$ cat config.mk
export PLATFORM = sky130hd
export DESIGN_NAME = aes_ctrl
export DESIGN_NICKNAME = d
export VERILOG_FILES = /design/src/sv/aes_pkg.sv /design/src/sv/aes_ctrl.sv
export SDC_FILE = /design/constraint.sdc
export NUM_CORES = 1
export LEC_CHECK = 0
export BUFFER_PORTS_ARGS = -buffer_cell sky130_fd_sc_hd__buf_2
export CORE_AREA = 2 2 39 41
export CTS_CLUSTER_SIZE = 24
export DETAILED_ROUTE_END_ITERATION = 7
export DIE_AREA = 0 0 41 43
export PLACE_DENSITY_LB_ADDON = 0.25
export RECOVER_POWER = 100
export SLEW_MARGIN = 25
export SYNTH_ARGS = -nofsm -noshare
export SYNTH_HDL_FRONTEND = slang
export SYNTH_SLANG_ARGS = --single-unit
$ cat constraint.sdc
create_clock -name clk -period 1.6 [get_ports clk]
set_clock_uncertainty 0.15 [all_clocks]
set_input_delay 0.16 -clock clk [delete_from_list [all_inputs] [get_ports clk]]
set_output_delay 0.16 -clock clk [all_outputs]
set_load 0.005 [all_outputs]
$ cat src/sv/aes_pkg.sv
`default_nettype none
package aes_pkg;

    localparam int KeyHalfW = 64;
    localparam int BlockW = 128;
    localparam int NumRounds = 10;
    localparam int RoundW = 4;
    localparam int CfgIndexW = 2;

    localparam logic [CfgIndexW-1:0] CFG_KEY_LOW = 2'd0;
    localparam logic [CfgIndexW-1:0] CFG_KEY_HIGH = 2'd1;
    localparam logic [7:0] RCON_FIRST = 8'h01;

    typedef struct packed {
        logic load;
        logic step;
        logic last;
    } aes_cmd_t;

    localparam logic [7:0] SBOX [256] = '{
        8'h63, 8'h7c, 8'h77, 8'h7b, 8'hf2, 8'h6b, 8'h6f, 8'hc5,
        8'h30, 8'h01, 8'h67, 8'h2b, 8'hfe, 8'hd7, 8'hab, 8'h76,
        8'hca, 8'h82, 8'hc9, 8'h7d, 8'hfa, 8'h59, 8'h47, 8'hf0,
        8'had, 8'hd4, 8'ha2, 8'haf, 8'h9c, 8'ha4, 8'h72, 8'hc0,
        8'hb7, 8'hfd, 8'h93, 8'h26, 8'h36, 8'h3f, 8'hf7, 8'hcc,
        8'h34, 8'ha5, 8'he5, 8'hf1, 8'h71, 8'hd8, 8'h31, 8'h15,
        8'h04, 8'hc7, 8'h23, 8'hc3, 8'h18, 8'h96, 8'h05, 8'h9a,
        8'h07, 8'h12, 8'h80, 8'he2, 8'heb, 8'h27, 8'hb2, 8'h75,
        8'h09, 8'h83, 8'h2c, 8'h1a, 8'h1b, 8'h6e, 8'h5a, 8'ha0,
        8'h52, 8'h3b, 8'hd6, 8'hb3, 8'h29, 8'he3, 8'h2f, 8'h84,
        8'h53, 8'hd1, 8'h00, 8'hed, 8'h20, 8'hfc, 8'hb1, 8'h5b,
        8'h6a, 8'hcb, 8'hbe, 8'h39, 8'h4a, 8'h4c, 8'h58, 8'hcf,
        8'hd0, 8'hef, 8'haa, 8'hfb, 8'h43, 8'h4d, 8'h33, 8'h85,
        8'h45, 8'hf9, 8'h02, 8'h7f, 8'h50, 8'h3c, 8'h9f, 8'ha8,
        8'h51, 8'ha3, 8'h40, 8'h8f, 8'h92, 8'h9d, 8'h38, 8'hf5,
        8'hbc, 8'hb6, 8'hda, 8'h21, 8'h10, 8'hff, 8'hf3, 8'hd2,
        8'hcd, 8'h0c, 8'h13, 8'hec, 8'h5f, 8'h97, 8'h44, 8'h17,
        8'hc4, 8'ha7, 8'h7e, 8'h3d, 8'h64, 8'h5d, 8'h19, 8'h73,
        8'h60, 8'h81, 8'h4f, 8'hdc, 8'h22, 8'h2a, 8'h90, 8'h88,
        8'h46, 8'hee, 8'hb8, 8'h14, 8'hde, 8'h5e, 8'h0b, 8'hdb,
        8'he0, 8'h32, 8'h3a, 8'h0a, 8'h49, 8'h06, 8'h24, 8'h5c,
        8'hc2, 8'hd3, 8'hac, 8'h62, 8'h91, 8'h95, 8'he4, 8'h79,
        8'he7, 8'hc8, 8'h37, 8'h6d, 8'h8d, 8'hd5, 8'h4e, 8'ha9,
        8'h6c, 8'h56, 8'hf4, 8'hea, 8'h65, 8'h7a, 8'hae, 8'h08,
        8'hba, 8'h78, 8'h25, 8'h2e, 8'h1c, 8'ha6, 8'hb4, 8'hc6,
        8'he8, 8'hdd, 8'h74, 8'h1f, 8'h4b, 8'hbd, 8'h8b, 8'h8a,
        8'h70, 8'h3e, 8'hb5, 8'h66, 8'h48, 8'h03, 8'hf6, 8'h0e,
        8'h61, 8'h35, 8'h57, 8'hb9, 8'h86, 8'hc1, 8'h1d, 8'h9e,
        8'he1, 8'hf8, 8'h98, 8'h11, 8'h69, 8'hd9, 8'h8e, 8'h94,
        8'h9b, 8'h1e, 8'h87, 8'he9, 8'hce, 8'h55, 8'h28, 8'hdf,
        8'h8c, 8'ha1, 8'h89, 8'h0d, 8'hbf, 8'he6, 8'h42, 8'h68,
        8'h41, 8'h99, 8'h2d, 8'h0f, 8'hb0, 8'h54, 8'hbb, 8'h16
    };

    function automatic logic [7:0] xtime(input logic [7:0] x);
        return {x[6:0], 1'b0} ^ (x[7] ? 8'h1b : 8'h00);
    endfunction

    function automatic logic [BlockW-1:0] sub_shift(input logic [BlockW-1:0] s);
        logic [BlockW-1:0] o;
        o = '0;
        for (int c = 0; c < 4; c++)
        begin
            for (int r = 0; r < 4; r++)
            begin
                o[8*(r+4*c) +: 8] = SBOX[s[8*(r+4*((c+r)%4)) +: 8]];
            end
        end
        return o;
    endfunction

    function automatic logic [BlockW-1:0] mix_columns(input logic [BlockW-1:0] s);
        logic [BlockW-1:0] o;
        logic [7:0] a0, a1, a2, a3;
        o = '0;
        for (int c = 0; c < 4; c++)
        begin
            a0 = s[32*c +: 8];
            a1 = s[32*c+8 +: 8];
            a2 = s[32*c+16 +: 8];
            a3 = s[32*c+24 +: 8];
            o[32*c +: 8] = xtime(a0) ^ xtime(a1) ^ a1 ^ a2 ^ a3;
            o[32*c+8 +: 8] = a0 ^ xtime(a1) ^ xtime(a2) ^ a2 ^ a3;
            o[32*c+16 +: 8] = a0 ^ a1 ^ xtime(a2) ^ xtime(a3) ^ a3;
            o[32*c+24 +: 8] = xtime(a0) ^ a0 ^ a1 ^ a2 ^ xtime(a3);
        end
        return o;
    endfunction

    function automatic logic [BlockW-1:0] key_step(input logic [BlockW-1:0] k,
                                                   input logic [7:0] rcon);
        logic [BlockW-1:0] n;
        logic [31:0] t;
        t = {SBOX[k[103:96]], SBOX[k[127:120]], SBOX[k[119:112]],
             SBOX[k[111:104]] ^ rcon};
        n[31:0] = k[31:0] ^ t;
        n[63:32] = k[63:32] ^ n[31:0];
        n[95:64] = k[95:64] ^ n[63:32];
        n[127:96] = k[127:96] ^ n[95:64];
        return n;
    endfunction

endpackage
`default_nettype wire

$ cat src/sv/aes_ctrl.sv
`default_nettype none
module aes_ctrl
    import aes_pkg::*;
#(
    parameter int NUM_ROUNDS = NumRounds
) (
    input  wire logic clk,
    input  wire logic rst_n,
    input  wire logic in_valid,
    output logic      in_ready,
    output logic      out_valid,
    input  wire logic out_ready,
    output aes_cmd_t  cmd
);

    localparam logic ST_IDLE = 1'b0;
    localparam logic ST_RUN = 1'b1;

    logic state_reg, state_next;
    logic [RoundW-1:0] round_reg, round_next;
    logic out_valid_reg, out_valid_next;
    logic last;

    assign in_ready = (state_reg == ST_IDLE);
    assign out_valid = out_valid_reg;
    assign last = (round_reg == RoundW'(NUM_ROUNDS));

    always_comb
    begin
        state_next = state_reg;
        round_next = round_reg;
        out_valid_next = out_valid_reg && !out_ready;
        cmd = '0;
        cmd.last = last;
        unique case (state_reg)
            ST_IDLE:
            begin
                if (in_valid)
                begin
                    cmd.load = 1'b1;
                    round_next = RoundW'(1);
                    state_next = ST_RUN;
                end
            end
            ST_RUN:
            begin
                if (!last || !out_valid_reg || out_ready)
                begin
                    cmd.step = 1'b1;
                    round_next = round_reg + RoundW'(1);
                    if (last)
                    begin
                        out_valid_next = 1'b1;
                        state_next = ST_IDLE;
                    end
                end
            end
            default:
            begin
                state_next = ST_IDLE;
            end
        endcase
    end

    always_ff @(posedge clk or negedge rst_n)
    begin
        if (!rst_n)
        begin
            state_reg <= ST_IDLE;
            round_reg <= '0;
            out_valid_reg <= 1'b0;
        end
        else
        begin
            state_reg <= state_next;
            round_reg <= round_next;
            out_valid_reg <= out_valid_next;
        end
    end

endmodule
`default_nettype wire

==> summary.txt, run 1 <==
Status
  • Failing checks: setup timing
  • Outcome: finished with violations

CTS
  • CTS sink cnt: 6
  • Htree depth: 1
  • TritonCTS clock tree: yes
  • Reg clk slew, reported paths: 0.05 ns
  • Cts bufs inserted: 3
  • CTS root buf: clkbuf_4
  • CTS Buffer Depth: 2
  • Later-pin clock latency in the skew report: 0.24 ns

Layout
  • Post-route cell area: 576.8 µm²
  • Share of cells above drive strength 1: 0.4918
  • Final core utilization: 0.4168
  • Max reg flops: 4
  • Nets@finish: 69
  • Synth-to-layout area growth: 51.15%
  • N_diodes: 0
  • Final Non-Filler Cells: 77

Timing
  • RSZ-0062 raised after global routing: yes
  • F_max: 0.6133 GHz
  • Final max-slew violation count: 0
  • Hold Violations, Final: 0
  • Slew headroom: 0.7605
  • Hold slack: 0.1820 ns
  • Min setup slack post-route: -0.03039 ns
  • Post-route clock period utilization: 1.019
  • Setup_tns: -0.05487 ns
  • Setup violations, final: 2
  • Worst-Margin Slew: 0.3555 ns
  • Crit path time final: 1.630 ns

Floorplanning
  • Die Span X: 41 µm
  • Starting Density: 0.2758
  • Die ar.: 1763 µm²
  • Core area: 1384 µm²
  • I/O pin total: 9
  • Die Y: 43 µm
  • Row count: 14

Synthesis
  • Mapped Area: 381.6 µm²
  • Syn_nets: 45
  • Synth cell types: 24
  • Top FF cell, synth: dfrtp_1
  • Top cells by area, synth: dfrtp_1, ha_1, o311ai_2, nand2_1, nor2_1
  • Synth Instances: 39
  • EDFF count, synth: 0
  • Most numerous cell in the Yosys netlist: dfrtp_1
  • Sequential area share after synthesis: 0.3934
  • Synth warn: 0
  • #FFs+latches synth: 6
  • Area leader, netlist: dfrtp_1
  • Async S/R FF share, synth: 1.000
  • Share of the synthesized area in the top cell type: 0.3934
  • Commonest cells in the netlist: dfrtp_1, nand2_1, nor2_1
  • Avg Synthesized Cell Area: 9.785 µm²

Critical path
  • Kind of critical path: register to output port
  • Crit path capture: cmd[1]
  • CP endpoint kind: output port
  • Arrival time of the worst setup path: 1.32 ns
  • Crit path launch type: register
  • RR Endpoint: round_reg[1]
  • Worst r2r src: round_reg[0]
  • Cell depth of the worst flop-to-flop path: 7
  • Required time of the critical path: 1.29 ns
  • Reg2Reg Setup Slack: -0.02 ns
  • Worst Setup SP: round_reg[0]
  • Critical path fanouts, max: 2

Global route
  • First-pass GRT wire length: 1538 µm
  • Grt ovf: 0
  • Largest net degree at the start of global routing: 11
  • Vias in the first global route: 354
  • Initial antenna violation count: 0
  • Total GRT Usage: 0.1355

Pwr
  • Worst VDD drop: 0.6379 mV
  • Power Density: 1766 nW/µm²
  • Leakage: 0.2805 nW

Routing
  • First-pass iteration count of the detailed router: 4
  • Drt wl/cell: 12.52 µm
  • Routed wire length: 964 µm
  • Drt initial violations: 5
  • Final ANT Viol Nets: 0
  • Post-route DRC: 0
  • Via density: 4.649
  • Via count: 358

Placement
  • Placed Instances: 63
  • GPL Wtd Cong: 0.7033
  • Count of input and output buffers: 8
  • HPWL after detailed placement: 581.5 µm
  • Placement Cell Area: 440.4 µm²

Flow run
  • Max-cap violations: 0

Min path
  • Hold Path Class: primary input to async pin
## per-stage QoR
stage | total power [mW] | setup slack [ns]
3_5_place_dp | 0.7118 | 0.1035
3_3_place_gp | 0.7060 | 0.1150
2_1_floorplan | 0.5811 | 0.1225
5_1_grt | 1.107 | -0.09184
4_1_cts | 0.9443 | -0.05052
6_report | 1.019 | -0.03039
## cells in the final DEF, fill, tap and decap left out, drive strengths merged
master and instances:
nand4 1, nand2 4, o311ai 1, nor2b 2
and2 1, nor2 4, and3b 1, xor2 1
and2b 1, a21oi 1, and4 1, o22ai 1
dfrtp 6, inv 2, clkbuf 7, buf 16
dlygate4sd3 2, nand3 1, nor3 1, o21ai 2
ha 2, or3 1, a21o 1, o31ai 1
## critical path, cell delays in order, from the launching register on
cell and delay [ns]:
dfrtp_1 0.36, inv_2 0.06, ha_4 0.14, and3b_2 0.19
and2_4 0.14, nor2_1 0.07, buf_2 0.11
## area by class of cell
class                      instances  area, µm²
clock buffer                       3      22.52
fill                             144      807.0
inverter                           2      7.507
multi-input combinational         28      222.7
sequential                         6      150.1
tap                               16      20.02
timing repair buffer              22      153.9
## where the power goes
part	switching [mW]	internal [mW]	total [mW]
Sequential	0.0873	0.226	0.313
Combinational	0.252	0.311	0.563
Clock	0.0576	0.0851	0.143
## worst min path at each step
| stage | depth (start not counted) | startpoint | end | slack [ns] |
|---|---|---|---|---|
| global route | 2 | rst_n | round_reg[2] | 0.21 |
| global placement | 1 | rst_n | round_reg[3] | -0.16 |
| CTS | 2 | rst_n | state_reg | 0.12 |
| detailed placement | 1 | rst_n | round_reg[3] | -0.15 |
| finish | 2 | rst_n | state_reg | 0.18 |
| floorplan | 0 | rst_n | out_valid | -0.29 |
## what timing repair did
item                       in CTS  in global routing
buffers inserted                8                  3
setup endpoints to repair       1                  3
resized for setup               3                  4
hold endpoints to repair        7                  0
hold buffers                    2                  0
pin swaps                       4                  3
## per-layer routing
layer / vias up / track usage / part of all wire
li1: 177 / - / -
met1: 173 / 0.1513 / 0.41
met2: 8 / 0.2000 / 0.55
met3: 0 / 0.04712 / 0.037
met4: 0 / 0.1000 / 0
met5: - / 0 / 0
## logic make-up after synthesis
logic type                 synth area share
adders and majority gates           0.06556
and+or+nand+nor                      0.2820
AOI/OAI and AO/OA                    0.1541
xor gates and xnor gates            0.02296
DFF                                  0.3934
buffers and inverters               0.08197
Power figures use the tool's default switching activity.
==> run 2: changes to the inputs <==
- CTS_BUF_LIST: default -> sky130_fd_sc_hd__clkbuf_8
==> run 2 against run 1 <==
The flow still finishes with violations (setup timing). Design area shrank 5.4%. Register-to-register slack improved by 0.05 ns. Cell count down 3.9%. Largest power group unchanged. Largest cell class unchanged. Highest routed layer is now met4. Global-route usage fell by 0.61 points. Critical path depth is 1 lower. Maximum frequency increased by 1.7%. Die area is the same. Critical path type unchanged. Wire length is 3.4% lower. First-iteration DRC count fell by 40%.
==> summary.txt, run 2 (synthesized netlist as in run 1, its figures left out) <==
Layout
  • Nets@finish: 66 (-4.3%)
  • Max reg flops: 4 (unchanged)
  • Share of cells above drive strength 1: 0.4483 (-0.04353)
  • Filler instances: 151 (+4.9%)
  • Synth-to-layout area growth: 42.95%
  • Post-route cell area: 545.5 µm² (-5.4%)
  • Register area: 150.1 µm² (unchanged)
  • Area of the multi-input gates: 209.0 µm² (-6.2%)
  • Commonest non-fill, non-tap cell in the layout: buf_4
  • Final Non-Filler Cells: 74 (-3.9%)
  • N_diodes: 0 (unchanged)
  • Most frequent cells in the layout: buf_4, dfrtp_1, buf_2

Pwr
  • Seq pwr share: 0.308 (about the same)
  • Clk network pwr share: 0.218 (+0.078)
  • Worst VDD drop: 0.7264 mV (+14%)
  • Power Density: 1839 nW/µm² (+4.1%)
  • Leakage: 0.2641 nW (-5.8%)
  • Post-layout power: 1.003 mW (-1.5%)
  • Sw power: 0.3650 mW (-8.0%)
  • Internal power: 0.6383 mW (+2.6%)
  • Logic pwr share: 0.474 (-0.079)
  • Sw frac: 0.3638 (-0.02563)

Critical path
  • Critical path, cell by cell: ha_4 > and3b_2 > and2_4 > nor2_1 > buf_2
  • CP delay by family, top: flip-flops
  • Slowest stage delay, CP: 0.40 ns (+0.04 ns)
  • Crit path launch type: register
  • Arrival time of the worst setup path: 1.29 ns (-0.03 ns)
  • Required time of the critical path: 1.29 ns (about the same)
  • Kind of critical path: register to output port
  • Critical path fanouts, max: 2 (unchanged)
  • Worst Path Buf+Inv: 1 (-1)
  • Crit-path slowest cell: dfrtp_1
  • CP endpoint kind: output port

Timing
  • Worst-Margin Slew: 0.3526 ns (-0.002847 ns)
  • Min setup slack post-route: -0.003479 ns (+0.02691 ns)
  • F_max: 0.6236 GHz (+1.7%)
  • Crit path time final: 1.603 ns (-0.02691 ns)
  • Post-route clock period utilization: 1.002 (-0.01682)
  • Final max-slew violation count: 0 (unchanged)
  • Hold Violations, Final: 0 (unchanged)
  • Hold slack: 0.02243 ns (-0.1596 ns)
  • Slew headroom: 0.7649 (+0.004402)
  • Setup violations, final: 1 (-1)
  • RSZ-0062 raised after global routing: yes

Floorplanning
  • Row count: 14 (unchanged)
  • Core area: 1384 µm² (unchanged)
  • I/O pin total: 9 (unchanged)
  • Die Y: 43 µm (unchanged)
  • Die ar.: 1763 µm² (unchanged)
  • Starting Density: 0.2758 (unchanged)
  • Die Span X: 41 µm (unchanged)

Global route
  • Initial antenna violation count: 0 (unchanged)
  • Grt ovf: 0 (unchanged)
  • First-pass GRT wire length: 1490 µm (-3.1%)
  • Largest net degree at the start of global routing: 11 (unchanged)
  • Vias in the first global route: 340 (-4.0%)
  • Total GRT Usage: 0.1294 (-0.006067)

Routing
  • Via count: 350 (-2.2%)
  • Post-route DRC: 0 (unchanged)
  • Drt initial violations: 3 (-2)
  • Drt wl/cell: 12.58 µm (+0.49%)
  • Final ANT Viol Nets: 0 (unchanged)
  • Routed wire length: 931 µm (-3.4%)
  • Via density: 4.730 (+1.7%)
  • First-pass iteration count of the detailed router: 4 (unchanged)

Placement
  • HPWL after detailed placement: 581.5 µm (unchanged)
  • Placement Cell Area: 440.4 µm² (unchanged)
  • GPL Wtd Cong: 0.7033 (unchanged)
  • Count of input and output buffers: 8 (unchanged)
  • Placed Instances: 63 (unchanged)

CTS
  • Cts bufs inserted: 3 (unchanged)
  • CTS Buffer Depth: 2 (unchanged)
  • CTS root buf: clkbuf_8
  • TritonCTS clock tree: yes
  • Htree depth: 1 (unchanged)
  • Reg clk slew, reported paths: 0.03 ns (-0.02 ns)
  • CTS sink cnt: 6 (unchanged)
  • Later-pin clock latency in the skew report: 0.22 ns (-0.02 ns)

Flow run
  • Max-cap violations: 0 (unchanged)

Status
  • Outcome: finished with violations
  • Failing checks: setup timing

Min path
  • Hold Path Class: primary input to register
==> run 2: cell count changes in the layout (fill, tap and decap cells not counted), sizes merged <==
cell	before	now
buf	16	14
dlygate4sd3	2	1
==> run 2: power groups by stage <==
stage / sequential (mW) / combinational [mW] / clock, mW
after global placement: 0.298 / 0.408 / 0
final: 0.309 / 0.476 / 0.218
after detailed placement: 0.299 / 0.413 / 0
after global routing: 0.318 / 0.528 / 0.242
after CTS: 0.301 / 0.480 / 0.228
after floorplan: 0.275 / 0.306 / 0
==> run 2: timing repair <==
item	CTS	global route
pin swaps	3	2
resized for setup	3	1
hold buffers	1	0
hold endpoints to repair	6	0
setup buffers	7	0
endpoints found under the setup margin	1	3
==> run 2: metrics by stage <==
step / utilization / setup TNS, ns / setup slack [ns]
after detailed placement: 0.3183 / 0 / 0.1035
after CTS: 0.3960 / -0.01768 / -0.01768
after global routing: 0.3942 / -0.09508 / -0.06973
final: 0.3942 / -0.003479 / -0.003479
after global placement: 0.3183 / 0 / 0.1150
after floorplan: - / 0 / 0.1225
==> run 2: final cells by class <==
type | instances | share of cell area
tap | 16 | 0.03670
clock buffer | 3 | 0.07569
sequential | 6 | 0.2752
multi-input combinational | 28 | 0.3830
timing repair buffer | 19 | 0.2156
inverter | 2 | 0.01376
==> run 2: path summary, 6_finish.rpt <==
check,slack [ns],cells past startpoint,startpoint,to
worst max-delay path,-0.003,5,round_reg[1],cmd[1]
worst min-delay path,0.02,2,in_valid,round_reg[3]
worst max register to register,0.03,8,round_reg[0],round_reg[0]
worst min register to register,0.37,1,round_reg[2],round_reg[2]
max in group asynchronous,0.83,2,rst_n,round_reg[3]
min in group asynchronous,0.21,2,rst_n,state_reg
==> run 2: metal layers <==
metal | vias up | share of wire | wire length [µm] | track usage
met3 | 2 | 0.039 | 36 | 0.03141
met4 | 0 | 0.0086 | 8 | 0.1000
met2 | 8 | 0.52 | 485 | 0.1906
met5 | - | 0 | 0 | 0
met1 | 166 | 0.43 | 400 | 0.1513
li1 | 174 | - | - | -
==> run 3: changes to the inputs <==
--- a/config.mk
+++ b/config.mk
@@ -13,2 +13,3 @@
 export DIE_AREA = 0 0 41 43
+export MAX_ROUTING_LAYER = met4
 export PLACE_DENSITY_LB_ADDON = 0.25
--- a/constraint.sdc
+++ b/constraint.sdc
@@ -4,2 +4,2 @@
 set_output_delay 0.16 -clock clk [all_outputs]
-set_load 0.005 [all_outputs]
+set_load 0.1 [all_outputs]
==> run 3 against run 2 <==
Global-route usage is 0.47 points higher. Critical path type unchanged. First-iteration DRC count is 67% higher. Maximum frequency shrank 6.6%. Sequential share of layout area decreased by 2.2 points. The flow still finishes with violations (setup timing). Critical endpoint unchanged. Critical path depth rose by 1. Worst setup slack got worse by 0.11 ns.
==> summary.txt, run 3 (synthesized netlist as in run 1, its figures left out) <==
Layout
  • Filler instances: 139 (-7.9%)
  • Area of the multi-input gates: 217.7 µm² (+4.2%)
  • Commonest non-fill, non-tap cell in the layout: buf_4
  • Nets@finish: 63 (-4.5%)
  • N_diodes: 0 (unchanged)
  • Post-route cell area: 598.1 µm² (+9.6%)
  • Share of cells above drive strength 1: 0.5000 (+0.05172)
  • Register area: 151.4 µm² (+0.83%)
  • Most frequent cells in the layout: buf_4, dfrtp_1, nand2_1
  • Synth-to-layout area growth: 56.72%
  • Max reg flops: 4 (unchanged)

Floorplanning
  • Starting Density: 0.2758 (unchanged)
  • Core area: 1384 µm² (unchanged)
  • Die ar.: 1763 µm² (unchanged)
  • Die Span X: 41 µm (unchanged)
  • I/O pin total: 9 (unchanged)
  • Row count: 14 (unchanged)
  • Die Y: 43 µm (unchanged)

Critical path
  • CP delay by family, top: simple AND/OR/NAND/NOR gates
  • Arrival time of the worst setup path: 1.41 ns (+0.12 ns)
  • CP endpoint kind: output port
  • Critical path, cell by cell: inv_2 > ha_4 > and3b_1 > and2_4 > nor2_4 > buf_12
  • Kind of critical path: register to output port
  • Stages on the worst setup path: 6 (+1)
  • Worst Path Buf+Inv: 2 (+1)
  • Cell depth of the worst flop-to-flop path: 7 (-1)
  • Slowest stage delay, CP: 0.36 ns (-0.04 ns)
  • Critical path fanouts, max: 2 (unchanged)
  • Crit path launch type: register
  • Required time of the critical path: 1.29 ns (about the same)
  • Crit-path slowest cell: dfrtp_1

Timing
  • Setup violations, final: 2 (+1)
  • Post-route clock period utilization: 1.073 (+0.07109)
  • Min setup slack post-route: -0.1172 ns (-0.1137 ns)
  • Slew headroom: 0.6435 (-0.1214)
  • F_max: 0.5823 GHz (-6.6%)
  • Hold Violations, Final: 0 (unchanged)
  • Crit path time final: 1.717 ns (+0.1137 ns)
  • Hold slack: 0.01566 ns (-0.006766 ns)
  • Final max-slew violation count: 0 (unchanged)
  • RSZ-0062 raised after global routing: yes
  • Worst-Margin Slew: 0.5371 ns (+0.1845 ns)

Status
  • Outcome: finished with violations
  • Failing checks: setup timing

Routing
  • First-pass iteration count of the detailed router: 4 (unchanged)
  • Drt wl/cell: 11.22 µm (-11%)
  • Final ANT Viol Nets: 0 (unchanged)
  • Post-route DRC: 0 (unchanged)
  • Via density: 4.611 (-2.5%)
  • Routed wire length: 808 µm (-13%)
  • Drt initial violations: 5 (+2)
  • Via count: 332 (-5.1%)

CTS
  • Reg clk slew, reported paths: 0.04 ns (about the same)
  • Cts bufs inserted: 3 (unchanged)
  • Htree depth: 1 (unchanged)
  • CTS Buffer Depth: 2 (unchanged)
  • TritonCTS clock tree: yes
  • CTS sink cnt: 6 (unchanged)
  • Later-pin clock latency in the skew report: 0.22 ns (about the same)
  • CTS root buf: clkbuf_8

Global route
  • Vias in the first global route: 331 (-2.6%)
  • Initial antenna violation count: 0 (unchanged)
  • Grt ovf: 0 (unchanged)
  • Total GRT Usage: 0.1342 (+0.004735)
  • Largest net degree at the start of global routing: 8 (-3)
  • First-pass GRT wire length: 1511 µm (+1.4%)

Placement
  • GPL Wtd Cong: 0.7905 (+12%)
  • Count of input and output buffers: 8 (unchanged)
  • Placement Cell Area: 519.2 µm² (+18%)
  • HPWL after detailed placement: 586 µm (+0.77%)

Min path
  • Hold Path Class: primary input to register
  • Hold depth: 2 (unchanged)

Flow run
  • Max-cap violations: 0 (unchanged)
==> run 3: cell types whose count changed in the layout (fill, tap and decap cells not counted), sizes merged <==
cell	previous run	this run
clkbuf	7	5
buf	14	13
inv	2	3
==> run 3: metrics by stage <==
step,setup WS [ns],utilization,setup TNS [ns],cells
6_report,-0.1172,0.4322,-0.1425,72
2_1_floorplan,-0.2906,-,-0.6290,39
5_1_grt,-0.1759,0.4322,-0.3011,72
3_3_place_gp,0.06836,0.3752,0,64
4_1_cts,-0.1273,0.4512,-0.2846,73
3_5_place_dp,0.04701,0.3752,0,64
==> run 3: what timing repair did <==
| action | 4_1_cts | 5_1_grt |
|---|---|---|
| hold buffers | 1 | 0 |
| setup endpoints to repair | 2 | 5 |
| endpoints found under the hold margin | 6 | 0 |
| resized for setup | 5 | 0 |
| pin swaps | 4 | 0 |
| buffers inserted | 4 | 0 |
==> run 3: cell type report <==
class / count / share of cell area
well taps: 16 / 0.03347
inverters: 2 / 0.01255
clock buffers: 3 / 0.06904
multi-input cells: 28 / 0.3640
clock inverters: 1 / 0.006276
flip-flops and latches: 6 / 0.2531
repair buffers: 16 / 0.2615
==> run 3: worst register-to-register path: stages (launching register included) <==
cell and delay (ns):
dfrtp_1 0.36, inv_2 0.06, ha_4 0.15, and3b_1 0.19
buf_4 0.16, buf_6 0.11, and4_4 0.17, nor3_2 0.14
==> run 3: final timing paths <==
check                              from            to  slack [ns]
max                        round_reg[0]        cmd[1]       -0.12
min                            in_valid  round_reg[3]        0.02
max reg2reg                round_reg[0]  round_reg[0]        0.04
min reg2reg                round_reg[2]  round_reg[2]        0.35
max in group asynchronous         rst_n     out_valid        0.84
min in group asynchronous         rst_n  round_reg[0]        0.19
==> run 3: per-layer routing <==
| layer | part of all wire | GRT usage |
|---|---|---|
| met4 | 0 | 0.03333 |
| met5 | 0 | - |
| met2 | 0.50 | 0.1844 |
| met1 | 0.42 | 0.1656 |
| met3 | 0.075 | 0.07853 |
Power of run 3 is not shown: default switching activity piles up to over one toggle a cycle in this logic, so the estimate is an artifact.
